`src/hdl/afa_pkg.sv`:
```
// Package for the accelerometer frame aligner: word type, stage codes and
// queue sizing shared by the front end, the word queue and the back end.
// Depends on nothing.
package afa_pkg;

  localparam int SAMPLE_W     = 20;
  localparam int BYTE_W       = 8;
  localparam int MARK_POS     = 0;
  localparam int QUEUE_DEPTH  = 2;
  localparam int QUEUE_PTR_W  = (QUEUE_DEPTH > 1) ? $clog2(QUEUE_DEPTH) : 1;
  localparam int QUEUE_CNT_W  = $clog2(QUEUE_DEPTH + 1);

  // Byte position inside a 24-bit word
  typedef enum logic [1:0] {
    PHASE_HIGH = 2'd0,
    PHASE_MID  = 2'd1,
    PHASE_LOW  = 2'd2
  } afa_phase_t;

  // Axis sequence stage of the back end
  typedef enum logic [1:0] {
    STAGE_IDLE   = 2'd0,
    STAGE_FULL   = 2'd1,
    STAGE_WANT_Y = 2'd2,
    STAGE_WANT_Z = 2'd3
  } afa_stage_t;

  // One classified word passed from front to back
  typedef struct packed {
    logic                marked;
    logic [SAMPLE_W-1:0] sample;
  } afa_word_t;

endpackage

```
`src/hdl/afa_ifs.sv`:
```
// Stream interfaces of the frame aligner: the byte input channel and the
// result output channel, each a valid/ready handshake with its payload.
// Depends on nothing.
interface afa_byte_if;
  logic       valid;
  logic       ready;
  logic [7:0] data_byte;
  logic       restart;

  modport source (output valid, data_byte, restart, input ready);
  modport sink   (input valid, data_byte, restart, output ready);
endinterface

interface afa_result_if;
  logic               valid;
  logic               ready;
  logic               triplet_valid;
  logic               sync_error;
  logic signed [19:0] x_value;
  logic signed [19:0] y_value;
  logic signed [19:0] z_value;

  modport source (output valid, triplet_valid, sync_error, x_value, y_value, z_value,
                  input ready);
  modport sink   (input valid, triplet_valid, sync_error, x_value, y_value, z_value,
                  output ready);
endinterface

```
`src/hdl/afa_front.sv`:
```
// Front end of the frame aligner: gathers bytes into 24-bit words and
// classifies each word by its axis mark. Depends on afa_pkg and afa_byte_if.
module afa_front
  import afa_pkg::*;
(
  input  logic          clk,
  input  logic          rst,
  afa_byte_if.sink      byte_stream,
  input  logic          queue_full,
  output logic          push,
  output afa_word_t     push_word
);

  afa_phase_t  phase;
  afa_phase_t  phase_next;
  afa_phase_t  phase_eff;
  logic [7:0]  high_byte;
  logic [7:0]  mid_byte;
  logic        take;

  // Accept a byte whenever the queue has room for a finished word
  assign byte_stream.ready = !queue_full;
  assign take = byte_stream.valid && byte_stream.ready;

  // Restart realigns to the high byte before this byte is taken
  assign phase_eff = byte_stream.restart ? PHASE_HIGH : phase;

  // Advance the byte phase; an unused code counts as the high byte
  always_comb begin
    case (phase_eff)
      PHASE_HIGH: phase_next = PHASE_MID;
      PHASE_MID:  phase_next = PHASE_LOW;
      PHASE_LOW:  phase_next = PHASE_HIGH;
      default:    phase_next = PHASE_MID;
    endcase
  end

  // Hand a finished word to the queue on its low byte
  always_comb begin
    push             = take && (phase_eff == PHASE_LOW);
    push_word.marked = byte_stream.data_byte[MARK_POS];
    push_word.sample = {high_byte, mid_byte, byte_stream.data_byte[7:4]};
  end

  always_ff @(posedge clk) begin
    if (rst) begin
      phase <= PHASE_HIGH;
    end else if (take) begin
      phase <= phase_next;
    end
  end

  // Hold the leading bytes of the word under construction
  always_ff @(posedge clk) begin
    if (take) begin
      case (phase_eff)
        PHASE_MID:  mid_byte  <= byte_stream.data_byte;
        PHASE_LOW:  ;
        default:    high_byte <= byte_stream.data_byte;
      endcase
    end
  end

endmodule

```
`src/hdl/afa_word_queue.sv`:
```
// Short word queue between the front and back ends of the frame aligner,
// so that each side stalls on its own. Depends on afa_pkg.
module afa_word_queue
  import afa_pkg::*;
(
  input  logic       clk,
  input  logic       rst,
  input  logic       push,
  input  afa_word_t  push_word,
  output logic       full,
  input  logic       pop,
  output logic       not_empty,
  output afa_word_t  head_word
);

  afa_word_t               slots [QUEUE_DEPTH];
  logic [QUEUE_PTR_W-1:0]  wr_ptr;
  logic [QUEUE_PTR_W-1:0]  rd_ptr;
  logic [QUEUE_CNT_W-1:0]  count;
  logic                    do_push;
  logic                    do_pop;

  assign full      = (count == QUEUE_CNT_W'(QUEUE_DEPTH));
  assign not_empty = (count != '0);
  assign head_word = slots[rd_ptr];
  assign do_push   = push && !full;
  assign do_pop    = pop && not_empty;

  // Step a pointer with wrap at the queue depth
  function automatic logic [QUEUE_PTR_W-1:0] bump(input logic [QUEUE_PTR_W-1:0] p);
    if (p == QUEUE_PTR_W'(QUEUE_DEPTH - 1)) begin
      return '0;
    end
    return p + QUEUE_PTR_W'(1);
  endfunction

  always_ff @(posedge clk) begin
    if (rst) begin
      wr_ptr <= '0;
      rd_ptr <= '0;
      count  <= '0;
    end else begin
      if (do_push) begin
        wr_ptr <= bump(wr_ptr);
      end
      if (do_pop) begin
        rd_ptr <= bump(rd_ptr);
      end
      case ({do_push, do_pop})
        2'b10:   count <= count + QUEUE_CNT_W'(1);
        2'b01:   count <= count - QUEUE_CNT_W'(1);
        default: count <= count;
      endcase
    end
  end

  // Store the incoming word
  always_ff @(posedge clk) begin
    if (do_push) begin
      slots[wr_ptr] <= push_word;
    end
  end

endmodule

```
`src/hdl/afa_back.sv`:
```
// Back end of the frame aligner: tracks the X/Y/Z sequence, holds samples
// and registers triplet and sync error results. Depends on afa_pkg and
// afa_result_if.
module afa_back
  import afa_pkg::*;
(
  input  logic          clk,
  input  logic          rst,
  input  logic          word_valid,
  input  afa_word_t     word,
  output logic          pop,
  afa_result_if.source  result_stream
);

  afa_stage_t           stage;
  afa_stage_t           stage_next;
  logic [SAMPLE_W-1:0]  held_x;
  logic [SAMPLE_W-1:0]  held_y;
  logic [SAMPLE_W-1:0]  held_z;
  logic                 out_valid;
  logic                 emit_triplet;
  logic                 emit_error;
  logic                 load_x;
  logic                 load_y;
  logic                 load_z;

  // Take a word when the output register is free or being drained
  assign pop = word_valid && (!out_valid || result_stream.ready);

  // Next stage
  always_comb begin
    stage_next = stage;
    case (stage)
      STAGE_IDLE:   if (word.marked) stage_next = STAGE_WANT_Y;
      STAGE_FULL:   stage_next = word.marked ? STAGE_WANT_Y : STAGE_IDLE;
      STAGE_WANT_Y: stage_next = word.marked ? STAGE_IDLE : STAGE_WANT_Z;
      STAGE_WANT_Z: stage_next = word.marked ? STAGE_IDLE : STAGE_FULL;
      default:      stage_next = STAGE_IDLE;
    endcase
  end

  // Sample loads and results for the word in hand
  always_comb begin
    emit_triplet = 1'b0;
    emit_error   = 1'b0;
    load_x       = 1'b0;
    load_y       = 1'b0;
    load_z       = 1'b0;
    case (stage)
      STAGE_IDLE: begin
        load_x = word.marked;
      end
      STAGE_FULL: begin
        emit_triplet = word.marked;
        load_x       = word.marked;
        emit_error   = !word.marked;
      end
      STAGE_WANT_Y: begin
        load_y     = !word.marked;
        emit_error = word.marked;
      end
      STAGE_WANT_Z: begin
        load_z     = !word.marked;
        emit_error = word.marked;
      end
      default: ;
    endcase
  end

  always_ff @(posedge clk) begin
    if (rst) begin
      stage     <= STAGE_IDLE;
      out_valid <= 1'b0;
    end else begin
      if (pop) begin
        stage     <= stage_next;
        out_valid <= emit_triplet || emit_error;
      end else if (result_stream.ready) begin
        out_valid <= 1'b0;
      end
    end
  end

  // Hold samples and load the result register
  always_ff @(posedge clk) begin
    if (pop) begin
      if (load_x) held_x <= word.sample;
      if (load_y) held_y <= word.sample;
      if (load_z) held_z <= word.sample;
      if (emit_triplet || emit_error) begin
        result_stream.triplet_valid <= emit_triplet;
        result_stream.sync_error    <= emit_error;
        result_stream.x_value       <= emit_triplet ? signed'(held_x) : '0;
        result_stream.y_value       <= emit_triplet ? signed'(held_y) : '0;
        result_stream.z_value       <= emit_triplet ? signed'(held_z) : '0;
      end
    end
  end

  assign result_stream.valid = out_valid;

endmodule

```
`src/hdl/accel_xyz_frame_aligner.sv`:
```
// Channel        Dir  Handshake      Payload
// byte_stream    in   valid/ready    data_byte[7:0], restart
// result_stream  out  valid/ready    triplet_valid, sync_error, x/y/z_value[19:0] signed
//
// One byte is taken every cycle while the queue is not full; the third byte of
// a word enters a two-word queue, and the axis sequencer retires one queued word
// per cycle while the output is free or drained, registering any result it makes.
// Reset is synchronous and clears byte phase, queue pointers, axis stage and
// the output valid; held samples need no clearing. An output stall fills the
// queue and then drops byte_stream.ready.
//
// Top level of the frame aligner. Depends on afa_pkg, afa_ifs, afa_front,
// afa_word_queue and afa_back.
module accel_xyz_frame_aligner
  import afa_pkg::*;
(
  input  logic          clk,
  input  logic          rst,
  afa_byte_if.sink      byte_stream,
  afa_result_if.source  result_stream
);

  logic       push;
  afa_word_t  push_word;
  logic       queue_full;
  logic       pop;
  logic       queue_not_empty;
  afa_word_t  head_word;

  afa_front u_front (
    .clk         (clk),
    .rst         (rst),
    .byte_stream (byte_stream),
    .queue_full  (queue_full),
    .push        (push),
    .push_word   (push_word)
  );

  afa_word_queue u_queue (
    .clk       (clk),
    .rst       (rst),
    .push      (push),
    .push_word (push_word),
    .full      (queue_full),
    .pop       (pop),
    .not_empty (queue_not_empty),
    .head_word (head_word)
  );

  afa_back u_back (
    .clk           (clk),
    .rst           (rst),
    .word_valid    (queue_not_empty),
    .word          (head_word),
    .pop           (pop),
    .result_stream (result_stream)
  );

`ifndef NO_ASSERTIONS
  // A finished word never meets a full queue
  a_no_push_when_full: assert property (@(posedge clk) disable iff (rst)
    push |-> !queue_full)
    else $error("word pushed into full queue");

  // The back end takes only words that are present
  a_pop_needs_word: assert property (@(posedge clk) disable iff (rst)
    pop |-> queue_not_empty)
    else $error("pop from empty queue");

  // A result is either a triplet or a sync error, never both
  a_result_kind: assert property (@(posedge clk) disable iff (rst)
    result_stream.valid |-> (result_stream.triplet_valid != result_stream.sync_error))
    else $error("result carries both or neither kind");

  // A stalled result is not overwritten by a new word
  a_no_pop_on_stall: assert property (@(posedge clk) disable iff (rst)
    (result_stream.valid && !result_stream.ready) |-> !pop)
    else $error("word taken while result stalled");
`endif

endmodule
```
`src/flat_wrapper.sv`:
```
// flat-port wrapper written by rule: the top's interface ports become plain ports
module accel_xyz_frame_aligner_flat import afa_pkg::*;
  (clk, rst, byte_stream_valid, byte_stream_data_byte, byte_stream_restart, byte_stream_ready, result_stream_valid, result_stream_triplet_valid, result_stream_sync_error, result_stream_x_value, result_stream_y_value, result_stream_z_value, result_stream_ready);
  afa_byte_if byte_stream_i ();
  afa_result_if result_stream_i ();
  input  logic clk;
  input  logic rst;
  input wire logic [$bits(byte_stream_i.valid)-1:0] byte_stream_valid;
  input wire logic [$bits(byte_stream_i.data_byte)-1:0] byte_stream_data_byte;
  input wire logic [$bits(byte_stream_i.restart)-1:0] byte_stream_restart;
  output wire logic [$bits(byte_stream_i.ready)-1:0] byte_stream_ready;
  output wire logic [$bits(result_stream_i.valid)-1:0] result_stream_valid;
  output wire logic [$bits(result_stream_i.triplet_valid)-1:0] result_stream_triplet_valid;
  output wire logic [$bits(result_stream_i.sync_error)-1:0] result_stream_sync_error;
  output wire logic [$bits(result_stream_i.x_value)-1:0] result_stream_x_value;
  output wire logic [$bits(result_stream_i.y_value)-1:0] result_stream_y_value;
  output wire logic [$bits(result_stream_i.z_value)-1:0] result_stream_z_value;
  input wire logic [$bits(result_stream_i.ready)-1:0] result_stream_ready;
  assign byte_stream_i.valid = byte_stream_valid;
  assign byte_stream_i.data_byte = byte_stream_data_byte;
  assign byte_stream_i.restart = byte_stream_restart;
  assign byte_stream_ready = byte_stream_i.ready;
  assign result_stream_valid = result_stream_i.valid;
  assign result_stream_triplet_valid = result_stream_i.triplet_valid;
  assign result_stream_sync_error = result_stream_i.sync_error;
  assign result_stream_x_value = result_stream_i.x_value;
  assign result_stream_y_value = result_stream_i.y_value;
  assign result_stream_z_value = result_stream_i.z_value;
  assign result_stream_i.ready = result_stream_ready;
  accel_xyz_frame_aligner u_core (.clk(clk), .rst(rst), .byte_stream(byte_stream_i), .result_stream(result_stream_i));
endmodule
```
`config.mk`:
```
export PLATFORM = sky130hd
export DESIGN_NAME = accel_xyz_frame_aligner_flat
export DESIGN_NICKNAME = d
export VERILOG_FILES = /design/src/hdl/afa_pkg.sv /design/src/hdl/afa_ifs.sv /design/src/hdl/afa_front.sv /design/src/hdl/afa_word_queue.sv /design/src/hdl/afa_back.sv /design/src/hdl/accel_xyz_frame_aligner.sv /design/src/flat_wrapper.sv
export SDC_FILE = /design/constraint.sdc
export NUM_CORES = 1
export LEC_CHECK = 0
export BUFFER_PORTS_ARGS = -buffer_cell sky130_fd_sc_hd__buf_4
export CORE_UTILIZATION = 57
export CTS_CLUSTER_SIZE = 8
export DETAILED_ROUTE_END_ITERATION = 7
export PLACE_DENSITY = 0.83
export SYNTH_ARGS = -nofsm -noshare
export SYNTH_HDL_FRONTEND = slang
export SYNTH_SLANG_ARGS = --single-unit
```
`constraint.sdc`:
```
create_clock -name clk -period 8.63 [get_ports clk]
set_input_delay 2.1575 -clock clk [delete_from_list [all_inputs] [get_ports clk]]
set_output_delay 2.1575 -clock clk [all_outputs]
set_load 0.01 [all_outputs]
```
==> summary.txt, run 1 <==
Worst Path Max Fanout = 21
Final Setup Violations = 0
First-pass GRT wire length = 15,000 um
Clk root buf = clkbuf_16
Starting density of the core = 59.6%
Status = completed
Worst-path cell chain = buf_4 > nand2b_1 > inv_1 > ha_1 > nand3_1 > nor2_2
Setup tns final = 0 ns
Vias/cell = 5.28
Vias in the first global route = 2,919
CTS tree = done
Hold Vio Cnt, Final = 0
H-tree depth = 4
Resized Gates After CTS = 0
Final worst-path cycle share = 42.3%
Total CTS buffers = 17
DIE AREA = 12,000 um2
Max IR drop VDD = 0.000142 V
Crit path depth = 6
Share of layout cells above drive strength 1 = 30.8%
Synth unique cells = 29
Hold Crit Class = reg -> reg
Clk_lat worst skew = 0.42 ns
Syn Std Cell Area = 6600 um2
CP max-delay cell = nor2_2
Grt ovf = 0
Fmax = 274 MHz
I/O Pins = 77
Critical path buffers and inverters = 2
Setup crit start kind = primary input
TritonCTS Sinks = 190
Syn_nets = 355
Cells after synthesis = 339
Final Max Tran Viols = 0
Seq/Total Area, Yosys = 85.0%
Clock tree buffer depth = 2
GRT Total Usage = 18.1%
Reg2reg setup slack = 5.45 ns
Tmin final = 3.65 ns
Largest net degree at the start of global routing = 63
WL/cell = 17.4 um
Dpl ws = 4.51 ns
# nets final = 442
Critical Path Start = byte_stream_restart
YS warnings = 0
Initial DRT Pass Iterations = 4
Post-CTS repair timing setup buffer count = 0
Final setup skew = 0.00948 ns
Via count = 3,058
Startpoint of the lowest-slack hold path = u_core.u_front.high_byte[7]
Worst reg-to-reg path cell count = 3
1st-iter DRT viols = 164
DIE HEIGHT = 110 um
Most frequent cells in the layout = edfxtp_1, buf_4, and2_1, mux2_2, clkbuf_16
# DRC = 0
Relative slew margins = 25.5%
Arr. time, crit path = 3.69 ns
PnR worst setup slack = 4.98 ns
LEAKAGE = 2.92 nW
Worst setup path class = in -> reg
Fillers = 652
Tightest Pin Transition = 1.12 ns
Max incr delay on CP = 0.87 ns
CP Capture Type = flip-flop
PD cells = 249 nW/um2
Final WL = 10,000 um
Worst path required time = 8.67 ns
Hold buffers post-CTS = 0
Hpwl dp = 5980 um
Avg Cell Area, Syn = 19.5 um2
RR Endpoint = u_core.u_back.held_z[4]
Synth-to-layout area growth = 19.6%
Antenna cells = 0
Detail Route Antenna Nets = 0
RSZ-0062 raised after global routing = no
# rows = 38
Reg clk slew, reported paths = 0.07 ns
Die width = 110 um
Commonest non-fill, non-tap cell in the layout = edfxtp_1
Initial antenna violation count = 0
Core box area = 11,100 um2
Worst setup path end = u_core.u_queue.slots[0][13]
CP top delay family = simple AND/OR/NAND/NOR gates
Port Buf Inserts = 76
MaxCap Viol Count = 0
#FFs+latches synth = 190
GP Congestion = 0.734
[worst min path at each step]
| stage | end | slack (ns) | cells after the start |
|---|---|---|---|
| 4_1_cts | u_core.u_queue.slots[0][19] | 0.45 | 0 |
| 3_5_place_dp | u_core.u_queue.slots[0][19] | 0.43 | 0 |
| 2_1_floorplan | u_core.u_queue.slots[0][10] | 0.42 | 0 |
| 6_report | u_core.u_queue.slots[0][19] | 0.45 | 0 |
| 5_1_grt | u_core.u_queue.slots[0][19] | 0.46 | 0 |
| 3_3_place_gp | u_core.u_queue.slots[0][19] | 0.42 | 0 |
[logic make-up after synthesis]
family                   Yosys count  share of synthesized area, %
AO/OA/AOI/OAI                     15                          1.21
XOR/XNOR                           2                         0.266
AND/OR/NAND/NOR                   87                          8.00
buffers and inverters             19                          1.10
flip-flops                       190                          85.0
adder cells (fa/ha/maj)            3                         0.569
multiplexers                      23                          3.89
[flip-flops by register name, summed over array words and instances (netlist names), named ones only]
signal and count:
u_core.u_back.stage 2, u_core.u_queue.rd_ptr 1, u_core.u_queue.slots 42, u_core.u_back.result_stream.y_value 20, u_core.u_queue.count 2, u_core.u_front.phase 2, u_core.u_back.result_stream.sync_error 1, u_core.u_back.held_z 20
u_core.u_queue.wr_ptr 1, u_core.u_front.mid_byte 8, u_core.u_back.result_stream.x_value 20, u_core.u_back.result_stream.z_value 20, u_core.u_back.held_y 20, u_core.u_back.result_stream.valid 1, u_core.u_front.high_byte 8, u_core.u_back.result_stream.triplet_valid 1
u_core.u_back.held_x 20
[synthesized netlist by cell type]
cell      count  area (um2)
edfxtp_1    180        5410
and2_1       61         382
mux2_2       21         236
dfxtp_1      10         200
inv_1         9        33.8
nor2_1        8        30.0
clkbuf_1      7        26.3
o21ai_0       7        35.0
a21oi_1       6        30.0
ha_1          3        37.5
nand2b_1      3        18.8
nand3_1       3        15.0
buf_1         2        7.51
mux2i_1       2        20.0
nor2b_1       2        12.5
or3_1         2        12.5
a31oi_1       1        6.26
and3_1        1        6.26
buf_2         1        5.00
nand2_1       1        3.75
nand3b_1      1        7.51
nand4b_1      1        8.76
nor3_1        1        5.00
nor3b_2       1        12.5
o32ai_1       1        8.76
or2_2         1        6.26
or4_1         1        7.51
xnor2_1       1        8.76
xor2_1        1        8.76
[metrics by stage]
stage               instance area, um2  instances  hold WS, ns  util [%]  power (mW)
floorplan                         6600        339        0.421         -        1.22
global placement                  7340        547        0.424      66.2        1.25
detailed placement                7340        547        0.433      66.2        1.27
CTS                               7890        579        0.449      71.2        1.97
global route                      7890        579        0.461      71.2        2.03
finish                            7890        579        0.452      71.2        1.97
[layout make-up]
cell class              count  area (um2)  area share (%)
clock buffers              22         474            6.01
clock inverters            10        80.1            1.01
inverters                   9        33.8           0.428
multi-input cells         130         938            11.9
flip-flops and latches    190        5610            71.0
well taps                 140         175            2.22
repair buffers             78         586            7.42
[report_power, final]
group | internal [mW] | total (mW) | leakage (nW) | switching [mW]
Clock | 0.395 | 0.718 | 0.264 | 0.323
Sequential | 1.07 | 1.11 | 1.84 | 0.0347
Combinational | 0.0592 | 0.141 | 0.819 | 0.0818
Total | 1.53 | 1.97 | 2.92 | 0.440
[per-layer routing]
metal / vias to the layer above / part of all wire (%) / GRT usage (%)
met3: 19 / 4.8 / 5.93
met1: 1509 / 40 / 21.0
li1: 1432 / - / -
met4: 0 / 2.6 / 8.95
met5: - / 0 / 0
met2: 98 / 53 / 30.4
Power figures use the tool's default switching activity.
==> run 2: changes to the inputs <==
==> constraint.sdc (replaced) <==
create_clock -name clk -period 3.5 [get_ports clk]
set_input_delay 0.875 -clock clk [delete_from_list [all_inputs] [get_ports clk]]
set_output_delay 0.875 -clock clk [all_outputs]
set_load 0.01 [all_outputs]
==> run 2 against run 1 <==
Cell count is 0.86% higher. Clock power grew to 2.5 times the previous value. Design area is 0.78% higher. Sequential share of layout area down 0.55 points. Global-route usage fell by 0.87 points. First-iteration DRC count fell by 26%. Register-to-register slack got worse by 4.4 ns. Critical endpoint is now u_core.u_back.held_x[3]. Largest cell class unchanged. Largest power group unchanged.
==> summary.txt, run 2 (synthesized netlist as in run 1, its figures left out) <==
Commonest non-fill, non-tap cell in the layout = edfxtp_1 (unchanged)
1st-iter DRT viols = 122 (was 164)
Hpwl dp = 5670 um (was 5980 um)
Final setup skew = 0.00950 ns (was 0.00948 ns)
Detail Route Antenna Nets = 0 (unchanged)
Tmin final = 2.50 ns
Final worst-path cycle share = 71.3%
Max incr delay on CP = 0.65 ns (was 0.87 ns)
RR Endpoint = u_core.u_back.held_x[3] (was u_core.u_back.held_z[4])
CP max-delay cell = inv_1 (was nor2_2)
Largest net degree at the start of global routing = 63 (unchanged)
Final WL = 9440 um (was 10,000 um)
DIE HEIGHT = 110 um (unchanged)
DIE AREA = 12,000 um2 (unchanged)
Arr. time, crit path = 2.53 ns (was 3.69 ns)
Max reg flops = 42 (unchanged)
I/O Pins = 77 (unchanged)
Core box area = 11,100 um2 (unchanged)
Antenna cells = 0 (unchanged)
# DRC = 0 (unchanged)
Vias/cell = 5.13 (was 5.28)
RSZ-0062 raised after global routing = no (unchanged)
Total CTS buffers = 17 (unchanged)
Worst-path cell chain = buf_4 > mux2i_1 > or4_1 > inv_1 (was buf_4 > nand2b_1 > inv_1 > ha_1 > nand3_1 > nor2_2)
WL/cell = 16.2 um (was 17.4 um)
Starting density of the core = 59.6% (unchanged)
Initial DRT Pass Iterations = 4 (unchanged)
Initial antenna violation count = 0 (unchanged)
Final instance area = 7950 um2 (was 7890 um2)
Hold buffers post-CTS = 0 (unchanged)
Fillers = 669 (was 652)
Synth-to-layout area growth = 20.6% (was 19.6%)
Clk root buf = clkbuf_16 (unchanged)
# nets final = 447 (was 442)
Port Buf Inserts = 76 (unchanged)
Clk_lat worst skew = 0.41 ns (was 0.42 ns)
Tot Pwr = 4.88 mW (was 1.97 mW)
Largest Register = u_core.u_queue.slots (unchanged)
Hold Slack = 0.450 ns (was 0.452 ns)
Share of layout cells above drive strength 1 = 31.8% (was 30.8%)
DP Cell Count = 552 (was 547)
Post-place instance area = 7380 um2 (was 7340 um2)
Most frequent cells in the layout = edfxtp_1, buf_4, and2_1, mux2_2, clkbuf_16 (unchanged)
GP Congestion = 0.742 (was 0.734)
# rows = 38 (unchanged)
CTS tree = done (unchanged)
Relative slew margins = 42.6% (was 25.5%)
TritonCTS Sinks = 190 (unchanged)
LEAKAGE = 2.96 nW (was 2.92 nW)
Worst path required time = 3.54 ns (was 8.67 ns)
Clock tree buffer depth = 2 (unchanged)
Via count = 2,993 (was 3,058)
H-tree depth = 4 (unchanged)
Status = completed (unchanged)
Worst reg-to-reg path cell count = 4 (was 3)
Reg2reg setup slack = 1.00 ns (was 5.45 ns)
Max IR drop VDD = 0.000427 V (was 0.000142 V)
Worst setup path end = u_core.u_back.held_x[3] (was u_core.u_queue.slots[0][13])
PnR worst setup slack = 1.00 ns (was 4.98 ns)
PD cells = 613 nW/um2 (was 249 nW/um2)
GRT Total Usage = 17.2% (was 18.1%)
Final Setup Violations = 0 (unchanged)
Fmax = 401 MHz
Setup crit start kind = flip-flop (was primary input)
Hold Vio Cnt, Final = 0 (unchanged)
Vias in the first global route = 2,851 (was 2,919)
MaxCap Viol Count = 0 (unchanged)
Final Max Tran Viols = 0 (unchanged)
Worst Path Max Fanout = 21 (unchanged)
Tightest Pin Transition = 0.861 ns (was 1.12 ns)
Dpl ws = 0.892 ns (was 4.51 ns)
Resized Gates After CTS = 0 (unchanged)
Grt ovf = 0 (unchanged)
Worst setup path class = reg -> reg (was in -> reg)
Final Non-Filler Cells = 584 (was 579)
Post-CTS repair timing setup buffer count = 0 (unchanged)
Hold Crit Class = reg -> reg (unchanged)
CP Capture Type = flip-flop (unchanged)
First-pass GRT wire length = 14,300 um (was 15,000 um)
Die width = 110 um (unchanged)
Reg clk slew, reported paths = 0.06 ns (was 0.07 ns)
Layout Utilization = 71.8% (was 71.2%)
Setup tns final = 0 ns (unchanged)
[run 2: layout make-up]
type | count | area, um2 | area share, %
sequential | 190 | 5610 | 70.5
multi-input combinational | 130 | 945 | 11.9
timing repair buffer | 83 | 623 | 7.83
clock buffer | 20 | 457 | 5.74
tap | 140 | 175 | 2.20
clock inverter | 12 | 115 | 1.45
inverter | 9 | 33.8 | 0.425
[run 2: routing by layer]
layer / up-vias / share of wire, % / GRT usage, %
met2: 102 / 54 / 29.2
met5: - / 0 / 0
met1: 1432 / 38 / 19.5
li1: 1439 / - / -
met4: 0 / 2.7 / 9.33
met3: 20 / 5.4 / 5.51
[run 2: worst max-delay path: cells and delay by family (launching register included)]
| kind | cells | cell delay, ns |
|---|---|---|
| flip-flops | 1 | 0.31 |
| buffers and inverters | 2 | 0.93 |
| multiplexers | 1 | 0.27 |
| AND/OR/NAND/NOR | 1 | 0.60 |
[run 2: worst min path at each step]
stage / end / start / cells after the start
finish: u_core.u_queue.slots[0][16] / u_core.u_front.high_byte[4] / 0
global route: u_core.u_queue.slots[0][12] / u_core.u_front.high_byte[0] / 0
CTS: u_core.u_queue.slots[1][8] / u_core.u_front.mid_byte[4] / 0
detailed placement: u_core.u_queue.slots[1][8] / u_core.u_front.mid_byte[4] / 0
global placement: u_core.u_queue.slots[0][17] / u_core.u_front.high_byte[5] / 0
floorplan: u_core.u_queue.slots[0][10] / u_core.u_front.mid_byte[6] / 0
[run 2: where the power goes]
group | leakage [nW] | internal (mW) | switching (mW)
Sequential | 1.84 | 2.64 | 0.0434
Combinational | 0.846 | 0.152 | 0.241
Clock | 0.273 | 1.02 | 0.774
Total | 2.96 | 3.82 | 1.06
